File: src/rtl/fsp_pkg.sv
package fsp_pkg;

    // Width of one base-b digit; the radix register is five bits wide.
    localparam int DIGIT_W = 5;

    localparam int DIM_W  = 5;
    localparam int BASE_W = 5;
    localparam int ND_W   = 6;

    typedef enum logic [1:0] {
        REG_DIMENSIONS  = 2'd0,
        REG_BASE        = 2'd1,
        REG_NUM_DIGITS  = 2'd2,
        REG_SKIP_ENABLE = 2'd3
    } cfg_reg_t;

    typedef enum logic [3:0] {
        S_IDLE,
        S_POW,
        S_SKIP,
        S_INIT,
        S_DIV,
        S_PUSH,
        S_TAYLOR,
        S_COPY,
        S_CONV,
        S_EMIT
    } state_t;

    typedef enum logic [2:0] {
        OP_HOLD,
        OP_LOAD,
        OP_TAYLOR,
        OP_COPY,
        OP_CONV
    } line_op_t;

    typedef struct packed {
        line_op_t             op;
        logic                 pass_start;
        logic                 add_en;
        logic [DIGIT_W-1:0]   load_digit;
    } line_ctrl_t;

endpackage

File: src/rtl/fsp_divider.sv
module fsp_divider (
    input  logic                          clk,
    input  logic                          init,
    input  logic                          clr,
    input  logic                          step,
    input  logic [32:0]                   dividend,
    input  logic [fsp_pkg::BASE_W-1:0]    divisor,
    output logic [fsp_pkg::DIGIT_W-1:0]   remainder
);

    logic [32:0]                  nq_reg;
    logic [fsp_pkg::DIGIT_W-1:0]  rem_reg;
    logic [fsp_pkg::DIGIT_W:0]    trial;
    logic                         ge;

    // Restoring division, one quotient bit a cycle while step is high; the quotient replaces
    // the dividend so that the next digit divides it again.
    assign trial = {rem_reg, nq_reg[32]};
    assign ge    = trial >= {1'b0, divisor};

    always_ff @(posedge clk)
    begin
        if (init)
        begin
            nq_reg  <= dividend;
            rem_reg <= '0;
        end
        else if (clr)
        begin
            rem_reg <= '0;
        end
        else if (step)
        begin
            nq_reg  <= {nq_reg[31:0], ge};
            rem_reg <= ge ? fsp_pkg::DIGIT_W'(trial - {1'b0, divisor})
                          : trial[fsp_pkg::DIGIT_W-1:0];
        end
    end

    assign remainder = rem_reg;

endmodule

File: src/rtl/fsp_digit_line.sv
module fsp_digit_line #(
    parameter int MAX_DIGITS = 32
) (
    input  logic                          clk,
    input  fsp_pkg::line_ctrl_t           ctrl,
    input  logic [fsp_pkg::BASE_W-1:0]    base,
    output logic                          carry_out
);

    localparam int DW = fsp_pkg::DIGIT_W;

    logic [DW-1:0] c_reg [MAX_DIGITS];
    logic [DW-1:0] w_reg [MAX_DIGITS];
    logic [DW-1:0] v_reg;
    logic          carry_reg;

    logic          conv;
    logic [DW-1:0] p;
    logic [DW-1:0] q;
    logic          cin;
    logic [DW:0]   sum;
    logic          ge;
    logic [DW-1:0] mod_sum;
    logic [DW-1:0] taylor_new;

    // Shared modular adder: p + q + cin reduced once, both operands below b.
    assign conv    = ctrl.op == fsp_pkg::OP_CONV;
    assign p       = conv ? w_reg[MAX_DIGITS-1] : c_reg[MAX_DIGITS-1];
    assign q       = conv ? w_reg[MAX_DIGITS-1] : (ctrl.pass_start ? '0 : v_reg);
    assign cin     = conv && !ctrl.pass_start && carry_reg;
    assign sum     = {1'b0, p} + {1'b0, q} + {{DW{1'b0}}, cin};
    assign ge      = sum >= {1'b0, base};
    assign mod_sum = ge ? DW'(sum - {1'b0, base}) : sum[DW-1:0];

    assign taylor_new = ctrl.add_en ? mod_sum : c_reg[MAX_DIGITS-1];
    assign carry_out  = ge;

    always_ff @(posedge clk)
    begin
        case (ctrl.op)
            fsp_pkg::OP_LOAD:
            begin
                for (int m = 0; m < MAX_DIGITS - 1; m++)
                begin
                    c_reg[m] <= c_reg[m+1];
                end
                c_reg[MAX_DIGITS-1] <= ctrl.load_digit;
            end
            fsp_pkg::OP_TAYLOR:
            begin
                for (int m = 0; m < MAX_DIGITS - 1; m++)
                begin
                    c_reg[m+1] <= c_reg[m];
                end
                c_reg[0] <= taylor_new;
                v_reg    <= taylor_new;
            end
            fsp_pkg::OP_COPY:
            begin
                for (int m = 0; m < MAX_DIGITS; m++)
                begin
                    w_reg[m] <= c_reg[m];
                end
            end
            fsp_pkg::OP_CONV:
            begin
                for (int m = 0; m < MAX_DIGITS - 1; m++)
                begin
                    w_reg[m+1] <= w_reg[m];
                end
                w_reg[0]  <= mod_sum;
                carry_reg <= ge;
            end
            default:
            begin
            end
        endcase
    end

endmodule

File: src/rtl/faure_sequence_point_unit.sv
// From start, the first coordinate follows the optional skip, the digit expansion and the
// bit-serial conversion; each further dimension adds its Taylor passes and a conversion,
// all through the single modular adder.
// One point at a time: busy stays high until the last coordinate beat has been shown.
// Results are strobed for one cycle and the receiver cannot stall them.
// Reset returns the sequencer to idle and the registers to 2, 2, 32 and 0.
module faure_sequence_point_unit #(
    parameter int MAX_DIM    = 16,
    parameter int MAX_DIGITS = 32,
    parameter int COORD_BITS = 32
) (
    input  logic                    clk,
    input  logic                    rst_n,
    input  logic                    start,
    output logic                    busy,
    input  logic [31:0]             point_index,
    output logic                    valid,
    output logic [COORD_BITS-1:0]   coordinate,
    output logic [3:0]              dim_index,
    output logic                    last,
    input  logic                    psel,
    input  logic                    penable,
    input  logic                    pwrite,
    input  logic [3:0]              paddr,
    input  logic [31:0]             pwdata,
    output logic [31:0]             prdata,
    output logic                    pready
);

    localparam int KW  = $clog2(MAX_DIGITS);
    localparam int CBW = $clog2(COORD_BITS);
    localparam int NW  = fsp_pkg::ND_W + 1;
    localparam logic [KW-1:0]  K_TOP  = KW'(MAX_DIGITS - 1);
    localparam logic [CBW-1:0] CB_TOP = CBW'(COORD_BITS - 1);

    logic [fsp_pkg::DIM_W-1:0]  dimensions_reg;
    logic [fsp_pkg::BASE_W-1:0] base_reg;
    logic [fsp_pkg::ND_W-1:0]   num_digits_reg;
    logic                       skip_enable_reg;

    fsp_pkg::state_t state_reg, state_next;
    logic [32:0]               n_reg, n_next;
    logic [2*fsp_pkg::BASE_W-1:0] pow2_reg, pow2_next;
    logic [KW-1:0]             kdig_reg, kdig_next;
    logic [5:0]                bc_reg, bc_next;
    logic [KW-1:0]             i_reg, i_next;
    logic [KW-1:0]             k_reg, k_next;
    logic [CBW-1:0]            cb_reg, cb_next;
    logic [fsp_pkg::DIM_W-1:0] j_reg, j_next;
    logic [COORD_BITS-1:0]     coord_reg, coord_next;

    logic [fsp_pkg::BASE_W-1:0] b;
    logic [NW-1:0]              nd;
    logic [fsp_pkg::DIM_W-1:0]  dcount;
    logic                       cfg_write;

    logic                        div_init;
    logic                        div_clr;
    logic                        div_step;
    logic [fsp_pkg::DIGIT_W-1:0] div_rem;
    fsp_pkg::line_ctrl_t         ctrl;
    logic                        line_carry;

    // Configuration port.
    assign pready    = 1'b1;
    assign cfg_write = psel && penable && pwrite && pready;

    always_ff @(posedge clk or negedge rst_n)
    begin
        if (!rst_n)
        begin
            dimensions_reg  <= fsp_pkg::DIM_W'(2);
            base_reg        <= fsp_pkg::BASE_W'(2);
            num_digits_reg  <= fsp_pkg::ND_W'(32);
            skip_enable_reg <= 1'b0;
        end
        else if (cfg_write)
        begin
            case (fsp_pkg::cfg_reg_t'(paddr[3:2]))
                fsp_pkg::REG_DIMENSIONS:  dimensions_reg  <= pwdata[fsp_pkg::DIM_W-1:0];
                fsp_pkg::REG_BASE:        base_reg        <= pwdata[fsp_pkg::BASE_W-1:0];
                fsp_pkg::REG_NUM_DIGITS:  num_digits_reg  <= pwdata[fsp_pkg::ND_W-1:0];
                fsp_pkg::REG_SKIP_ENABLE: skip_enable_reg <= pwdata[0];
                default:
                begin
                end
            endcase
        end
    end

    always_comb
    begin
        case (fsp_pkg::cfg_reg_t'(paddr[3:2]))
            fsp_pkg::REG_DIMENSIONS:  prdata = 32'(dimensions_reg);
            fsp_pkg::REG_BASE:        prdata = 32'(base_reg);
            fsp_pkg::REG_NUM_DIGITS:  prdata = 32'(num_digits_reg);
            fsp_pkg::REG_SKIP_ENABLE: prdata = 32'(skip_enable_reg);
            default:                  prdata = '0;
        endcase
    end

    // Effective settings with the out-of-range values folded in.
    always_comb
    begin
        b = (base_reg < fsp_pkg::BASE_W'(2)) ? fsp_pkg::BASE_W'(2) : base_reg;
        if (num_digits_reg == '0)
            nd = NW'(1);
        else if (int'(num_digits_reg) > MAX_DIGITS)
            nd = NW'(MAX_DIGITS);
        else
            nd = NW'(num_digits_reg);
        if (dimensions_reg == '0)
            dcount = fsp_pkg::DIM_W'(1);
        else if (int'(dimensions_reg) > MAX_DIM)
            dcount = fsp_pkg::DIM_W'(MAX_DIM);
        else
            dcount = dimensions_reg;
    end

    fsp_divider u_divider (
        .clk       (clk),
        .init      (div_init),
        .clr       (div_clr),
        .step      (div_step),
        .dividend  (n_reg),
        .divisor   (b),
        .remainder (div_rem)
    );

    fsp_digit_line #(
        .MAX_DIGITS (MAX_DIGITS)
    ) u_digit_line (
        .clk       (clk),
        .ctrl      (ctrl),
        .base      (b),
        .carry_out (line_carry)
    );

    always_ff @(posedge clk or negedge rst_n)
    begin
        if (!rst_n)
        begin
            state_reg <= fsp_pkg::S_IDLE;
            kdig_reg  <= '0;
            bc_reg    <= '0;
            i_reg     <= '0;
            k_reg     <= '0;
            cb_reg    <= '0;
            j_reg     <= '0;
        end
        else
        begin
            state_reg <= state_next;
            kdig_reg  <= kdig_next;
            bc_reg    <= bc_next;
            i_reg     <= i_next;
            k_reg     <= k_next;
            cb_reg    <= cb_next;
            j_reg     <= j_next;
        end
    end

    always_ff @(posedge clk)
    begin
        n_reg     <= n_next;
        pow2_reg  <= pow2_next;
        coord_reg <= coord_next;
    end

    // Sequencer: optional skip offset, digit expansion, then for each dimension a bit-serial
    // conversion of the base-b fraction to binary, preceded from dimension 1 on by a Taylor
    // shift by one (dimension j+1 is dimension j shifted once more).
    always_comb
    begin
        state_next      = state_reg;
        n_next          = n_reg;
        pow2_next       = pow2_reg;
        kdig_next       = kdig_reg;
        bc_next         = bc_reg;
        i_next          = i_reg;
        k_next          = k_reg;
        cb_next         = cb_reg;
        j_next          = j_reg;
        coord_next      = coord_reg;
        div_init        = 1'b0;
        div_clr         = 1'b0;
        div_step        = 1'b0;
        ctrl.op         = fsp_pkg::OP_HOLD;
        ctrl.pass_start = 1'b0;
        ctrl.add_en     = 1'b0;
        ctrl.load_digit = '0;

        case (state_reg)
            fsp_pkg::S_IDLE:
            begin
                if (start)
                begin
                    n_next     = {1'b0, point_index};
                    state_next = skip_enable_reg ? fsp_pkg::S_POW : fsp_pkg::S_INIT;
                end
            end
            fsp_pkg::S_POW:
            begin
                pow2_next  = b * b;
                state_next = fsp_pkg::S_SKIP;
            end
            fsp_pkg::S_SKIP:
            begin
                n_next     = n_reg + 33'(pow2_reg * pow2_reg) - 33'd1;
                state_next = fsp_pkg::S_INIT;
            end
            fsp_pkg::S_INIT:
            begin
                div_init   = 1'b1;
                bc_next    = '0;
                kdig_next  = '0;
                state_next = fsp_pkg::S_DIV;
            end
            fsp_pkg::S_DIV:
            begin
                div_step = 1'b1;
                bc_next  = bc_reg + 6'd1;
                if (bc_reg == 6'd32)
                    state_next = fsp_pkg::S_PUSH;
            end
            fsp_pkg::S_PUSH:
            begin
                ctrl.op         = fsp_pkg::OP_LOAD;
                ctrl.load_digit = (NW'(kdig_reg) < nd) ? div_rem : '0;
                div_clr         = 1'b1;
                if (kdig_reg == K_TOP)
                begin
                    j_next     = '0;
                    state_next = fsp_pkg::S_COPY;
                end
                else
                begin
                    kdig_next = kdig_reg + KW'(1);
                    if (NW'(kdig_reg) + NW'(1) < nd)
                    begin
                        bc_next    = '0;
                        state_next = fsp_pkg::S_DIV;
                    end
                end
            end
            fsp_pkg::S_TAYLOR:
            begin
                ctrl.op         = fsp_pkg::OP_TAYLOR;
                ctrl.pass_start = k_reg == K_TOP;
                ctrl.add_en     = (k_reg != K_TOP) && (k_reg >= i_reg);
                if (k_reg == '0)
                begin
                    if (NW'(i_reg) == nd - NW'(2))
                    begin
                        state_next = fsp_pkg::S_COPY;
                    end
                    else
                    begin
                        i_next = i_reg + KW'(1);
                        k_next = K_TOP;
                    end
                end
                else
                begin
                    k_next = k_reg - KW'(1);
                end
            end
            fsp_pkg::S_COPY:
            begin
                ctrl.op    = fsp_pkg::OP_COPY;
                coord_next = '0;
                cb_next    = '0;
                k_next     = K_TOP;
                state_next = fsp_pkg::S_CONV;
            end
            fsp_pkg::S_CONV:
            begin
                ctrl.op         = fsp_pkg::OP_CONV;
                ctrl.pass_start = k_reg == K_TOP;
                // The carry out of the leading digit is the next fraction bit.
                if (k_reg == '0)
                begin
                    coord_next = {coord_reg[COORD_BITS-2:0], line_carry};
                    k_next     = K_TOP;
                    if (cb_reg == CB_TOP)
                        state_next = fsp_pkg::S_EMIT;
                    else
                        cb_next = cb_reg + CBW'(1);
                end
                else
                begin
                    k_next = k_reg - KW'(1);
                end
            end
            fsp_pkg::S_EMIT:
            begin
                if (j_reg == dcount - fsp_pkg::DIM_W'(1))
                begin
                    state_next = fsp_pkg::S_IDLE;
                end
                else
                begin
                    j_next = j_reg + fsp_pkg::DIM_W'(1);
                    if (nd == NW'(1))
                    begin
                        state_next = fsp_pkg::S_COPY;
                    end
                    else
                    begin
                        i_next     = '0;
                        k_next     = K_TOP;
                        state_next = fsp_pkg::S_TAYLOR;
                    end
                end
            end
            default:
            begin
                state_next = fsp_pkg::S_IDLE;
            end
        endcase
    end

    assign busy       = state_reg != fsp_pkg::S_IDLE;
    assign valid      = state_reg == fsp_pkg::S_EMIT;
    assign coordinate = coord_reg;
    assign dim_index  = j_reg[3:0];
    assign last       = j_reg == dcount - fsp_pkg::DIM_W'(1);

endmodule

File: config.mk
export PLATFORM = sky130hd
export DESIGN_NAME = faure_sequence_point_unit
export DESIGN_NICKNAME = d
export VERILOG_FILES = /design/src/rtl/fsp_pkg.sv /design/src/rtl/fsp_divider.sv /design/src/rtl/fsp_digit_line.sv /design/src/rtl/faure_sequence_point_unit.sv
export SDC_FILE = /design/constraint.sdc
export NUM_CORES = 1
export LEC_CHECK = 0
export BUFFER_PORTS_ARGS = -buffer_cell sky130_fd_sc_hd__buf_2
export CORE_ASPECT_RATIO = 1.2
export CORE_MARGIN = 2
export CORE_UTILIZATION = 35
export CTS_BUF_LIST = sky130_fd_sc_hd__clkbuf_4
export CTS_CLUSTER_DIAMETER = 100
export CTS_CLUSTER_SIZE = 8
export DETAILED_ROUTE_END_ITERATION = 16
export SETUP_SLACK_MARGIN = 0.2
export SLEW_MARGIN = 15
export SYNTH_ARGS = -nofsm -noshare
export SYNTH_HDL_FRONTEND = slang
export SYNTH_SLANG_ARGS = --single-unit
File: constraint.sdc
create_clock -name clk -period 7.95 [get_ports clk]
set_input_delay 0.3975 -clock clk [delete_from_list [all_inputs] [get_ports clk]]
set_output_delay 0.3975 -clock clk [all_outputs]
set_load 0.005 [all_outputs]
==> impl_metrics.toml <==
[setup_path]
crit_required_ns = 8.56
reg2regPathDepth = 20
reg2reg_from = "pow2_reg[7]$_DFFE_PP_"
crit_path_start = "pow2_reg[7]$_DFFE_PP_"
timing.rr.end = "n_reg[31]$_DFFE_PP_"
cp-start-kind = "flip-flop"
r2r_slack_ns = 1.79
worstPathArrival_ns = 6.77
critPathMaxFanout = 10
crit_path_end = "n_reg[31]$_DFFE_PP_"
crit_path_end_kind = "flip-flop"
crit_type = "flip-flop to flip-flop"

[job]
max_cap_viol_count = 0

[logic_synthesis]
ys_seq_area_frac = 0.5314
synth_edf_count = 433
synth_mux_area_frac = 0.01703
synth_top_family_by_area = "simple AND/OR/NAND/NOR gates"
synth_xor_area_frac = 0.02294
synth-seq-cells = 490
synth_cell_types = 68
synth_compound_gate_area_share = 0.05575
syn_inst = 2756
syn-mean-instance-area_um2 = 9.837
synth_area_um2 = 27110
synthAdderAreaFrac = 0.1200
yosysWarnings = 0
yosys.area_share.simple = 0.2037
async_flop_share = 0.1061
synth-main-ff-cell = "edfxtp_1"

[route]
wire_per_inst_um = 14.64
viasPerCell = 4.757
drtAntennaViolNets = 0
vias = 18690
wl_mm = 57.53
drc = 0
drt_pre_antenna_iters = 5
drtIter0Drc = 979

[timing]
max_slew_margin = 0.2160
worst_slack_ns = 1.792
hold_viol_final = 0
fin_crit_ns = 6.158
maxClockFrequency_mhz = 162.4
worstMarginPinSlew_ns = 1.176
finClkSkew_ns = 0.07266
fin_crit_sh = 0.7746
rsz0062_at_grt = "no"
tns_ns = 0
setup_violations = 0
slew_violations = 0

[placed_design]
gp_congestion = 0.8167
dp_hpwl_mm = 36.81
io_buffers = 90
dpl_worst_slack_ns = 1.808

[grt]
grt_pass1_wl_mm = 96.13
antenna_found_initial = 5
grt_use_total = 0.1472
grt_pass1_vias = 19100
grt_remaining_overflow = 0
grt_max_degree = 96

[floorplanning]
die_w_um = 258.1
ios = 146
row_count = 111
die_h_um = 308.9
core_um2 = 76520
die-area_um2 = 79710
start_util = 0.3543

[clocking]
numCtsBuffers = 72
clk_pin_slew_ns = 0.13
clock_path_buffers = 3
clock-root-buffer = "clkbuf_4"
htreeDepth = 3
insertion_delay_ns = 0.89
cts_setup_buffers = 0
cts_tree = "done"
cts.sinks = 490

[finish]
nNetsFinal = 3162
area_growth_pct = 9.964
fillCellCount = 7617
drive_gt1_frac = 0.09670

[status]
status = "finished, final reports clean"

[min_path]
holdCritPathClass = "input pin to flip-flop"
==> Yosys cell counts (4+ instances only) <==
cell,count,share of area
fa_1,75,0.055
edfxtp_1,433,0.48
nand3_1,18,0.0033
a21o_1,18,0.0050
mux2_2,31,0.013
clkbuf_1,91,0.013
ha_1,140,0.065
xnor2_1,40,0.013
o21bai_1,6,0.0017
xor2_1,31,0.010
inv_1,179,0.025
a211oi_1,12,0.0033
a21oi_1,67,0.012
nand2_1,1152,0.16
nand2b_1,12,0.0028
and3_1,37,0.0085
buf_4,31,0.0086
nor3_1,21,0.0039
o31ai_1,4,0.0011
dfxtp_1,5,0.0037
mux2i_1,9,0.0033
o21ai_0,91,0.017
and2_1,26,0.0060
nand4_1,9,0.0021
buf_2,4,0.00074
or3_1,5,0.0012
a31oi_1,9,0.0021
nor2b_1,14,0.0032
o21a_1,6,0.0017
dfrtp_1,49,0.045
nor2_1,62,0.0086
buf_1,14,0.0019
==> area by class of cell <==
| cell class | instances | area, um^2 | area share |
|---|---|---|---|
| antenna | 5 | 12.51 | 0.0004197 |
| clock buffer | 99 | 743.2 | 0.02493 |
| clock inverter | 8 | 75.07 | 0.002518 |
| inverter | 181 | 681.9 | 0.02287 |
| multi-input combinational | 1978 | 11610 | 0.3896 |
| sequential | 490 | 14410 | 0.4833 |
| tap | 1017 | 1272 | 0.04268 |
| timing repair buffer | 150 | 1006 | 0.03374 |
==> worst max-delay path: stages, from the launching register on <==
cell	delay [ns]
edfxtp_1	0.60
and2_1	0.24
inv_1	0.07
fa_1	0.41
inv_1	0.09
fa_1	0.41
fa_1	0.47
fa_1	0.54
inv_1	0.05
fa_1	0.53
inv_1	0.04
ha_1	0.39
o21ai_0	0.15
a21oi_1	0.21
a221oi_2	0.12
o31ai_2	0.49
a211oi_1	0.23
o31ai_1	0.47
o22ai_1	0.15
xor2_1	0.15
o21ai_0	0.08
==> worst min-delay path by stage <==
stage          slack [ns]                     endpoint  cells past startpoint                   from
5_1_grt              0.09  skip_enable_reg$_DFFE_PN0P_                      4               paddr[2]
2_1_floorplan        0.10      base_reg[0]$_DFFE_PN0P_                      0                  rst_n
4_1_cts             0.001  skip_enable_reg$_DFFE_PN0P_                      4               paddr[2]
6_report             0.11  skip_enable_reg$_DFFE_PN0P_                      4               paddr[2]
3_5_place_dp         0.49        bc_reg[5]$_DFFE_PN0P_                      1  bc_reg[5]$_DFFE_PN0P_
3_3_place_gp         0.48        bc_reg[5]$_DFFE_PN0P_                      1  bc_reg[5]$_DFFE_PN0P_
==> layer usage <==
layer | GRT usage | routed length [um]
met1 | 0.1815 | 25530
met2 | 0.2646 | 28780
met5 | 0 | 18
met4 | 0.03979 | 1122
met3 | 0.02573 | 2072
==> through the flow <==
stage	utilization	hold slack (ns)	instance area [um^2]	std cells
4_1_cts	0.3893	0.0009570	29790	3923
3_5_place_dp	0.3731	0.4853	28550	3774
5_1_grt	0.3895	0.09488	29810	3927
6_report	0.3896	0.1122	29810	3928
3_3_place_gp	0.3731	0.4776	28550	3774
2_1_floorplan	-	0.1019	27230	2789
==> cell families after synthesis <==
group,count (synthesis)
flip-flops,490
AO/OA/AOI/OAI,245
adder cells (fa/ha/maj),215
XOR/XNOR,71
multiplexers,41
other,2
buffers and inverters,321
AND/OR/NAND/NOR,1371
==> cells in the final DEF (no fill, tap or decap), types with 42 or more instances in the layout <==
| cell | instances |
|---|---|
| clkbuf_4 | 99 |
| fa_1 | 75 |
| ha_1 | 140 |
| inv_1 | 178 |
| dlygate4sd3_1 | 42 |
| buf_2 | 90 |
| a21oi_1 | 67 |
| o21ai_0 | 90 |
| nand2_1 | 1145 |
| dfrtp_1 | 49 |
| nor2_1 | 59 |
| edfxtp_1 | 433 |
==> timing repair <==
| item | CTS | global route |
|---|---|---|
| hold endpoints to repair | 98 | 0 |
| hold buffers | 42 | 0 |
| gates resized for setup | 0 | 0 |
Power is not shown: default switching activity piles up to over one toggle a cycle in this logic, so the estimate is an artifact.
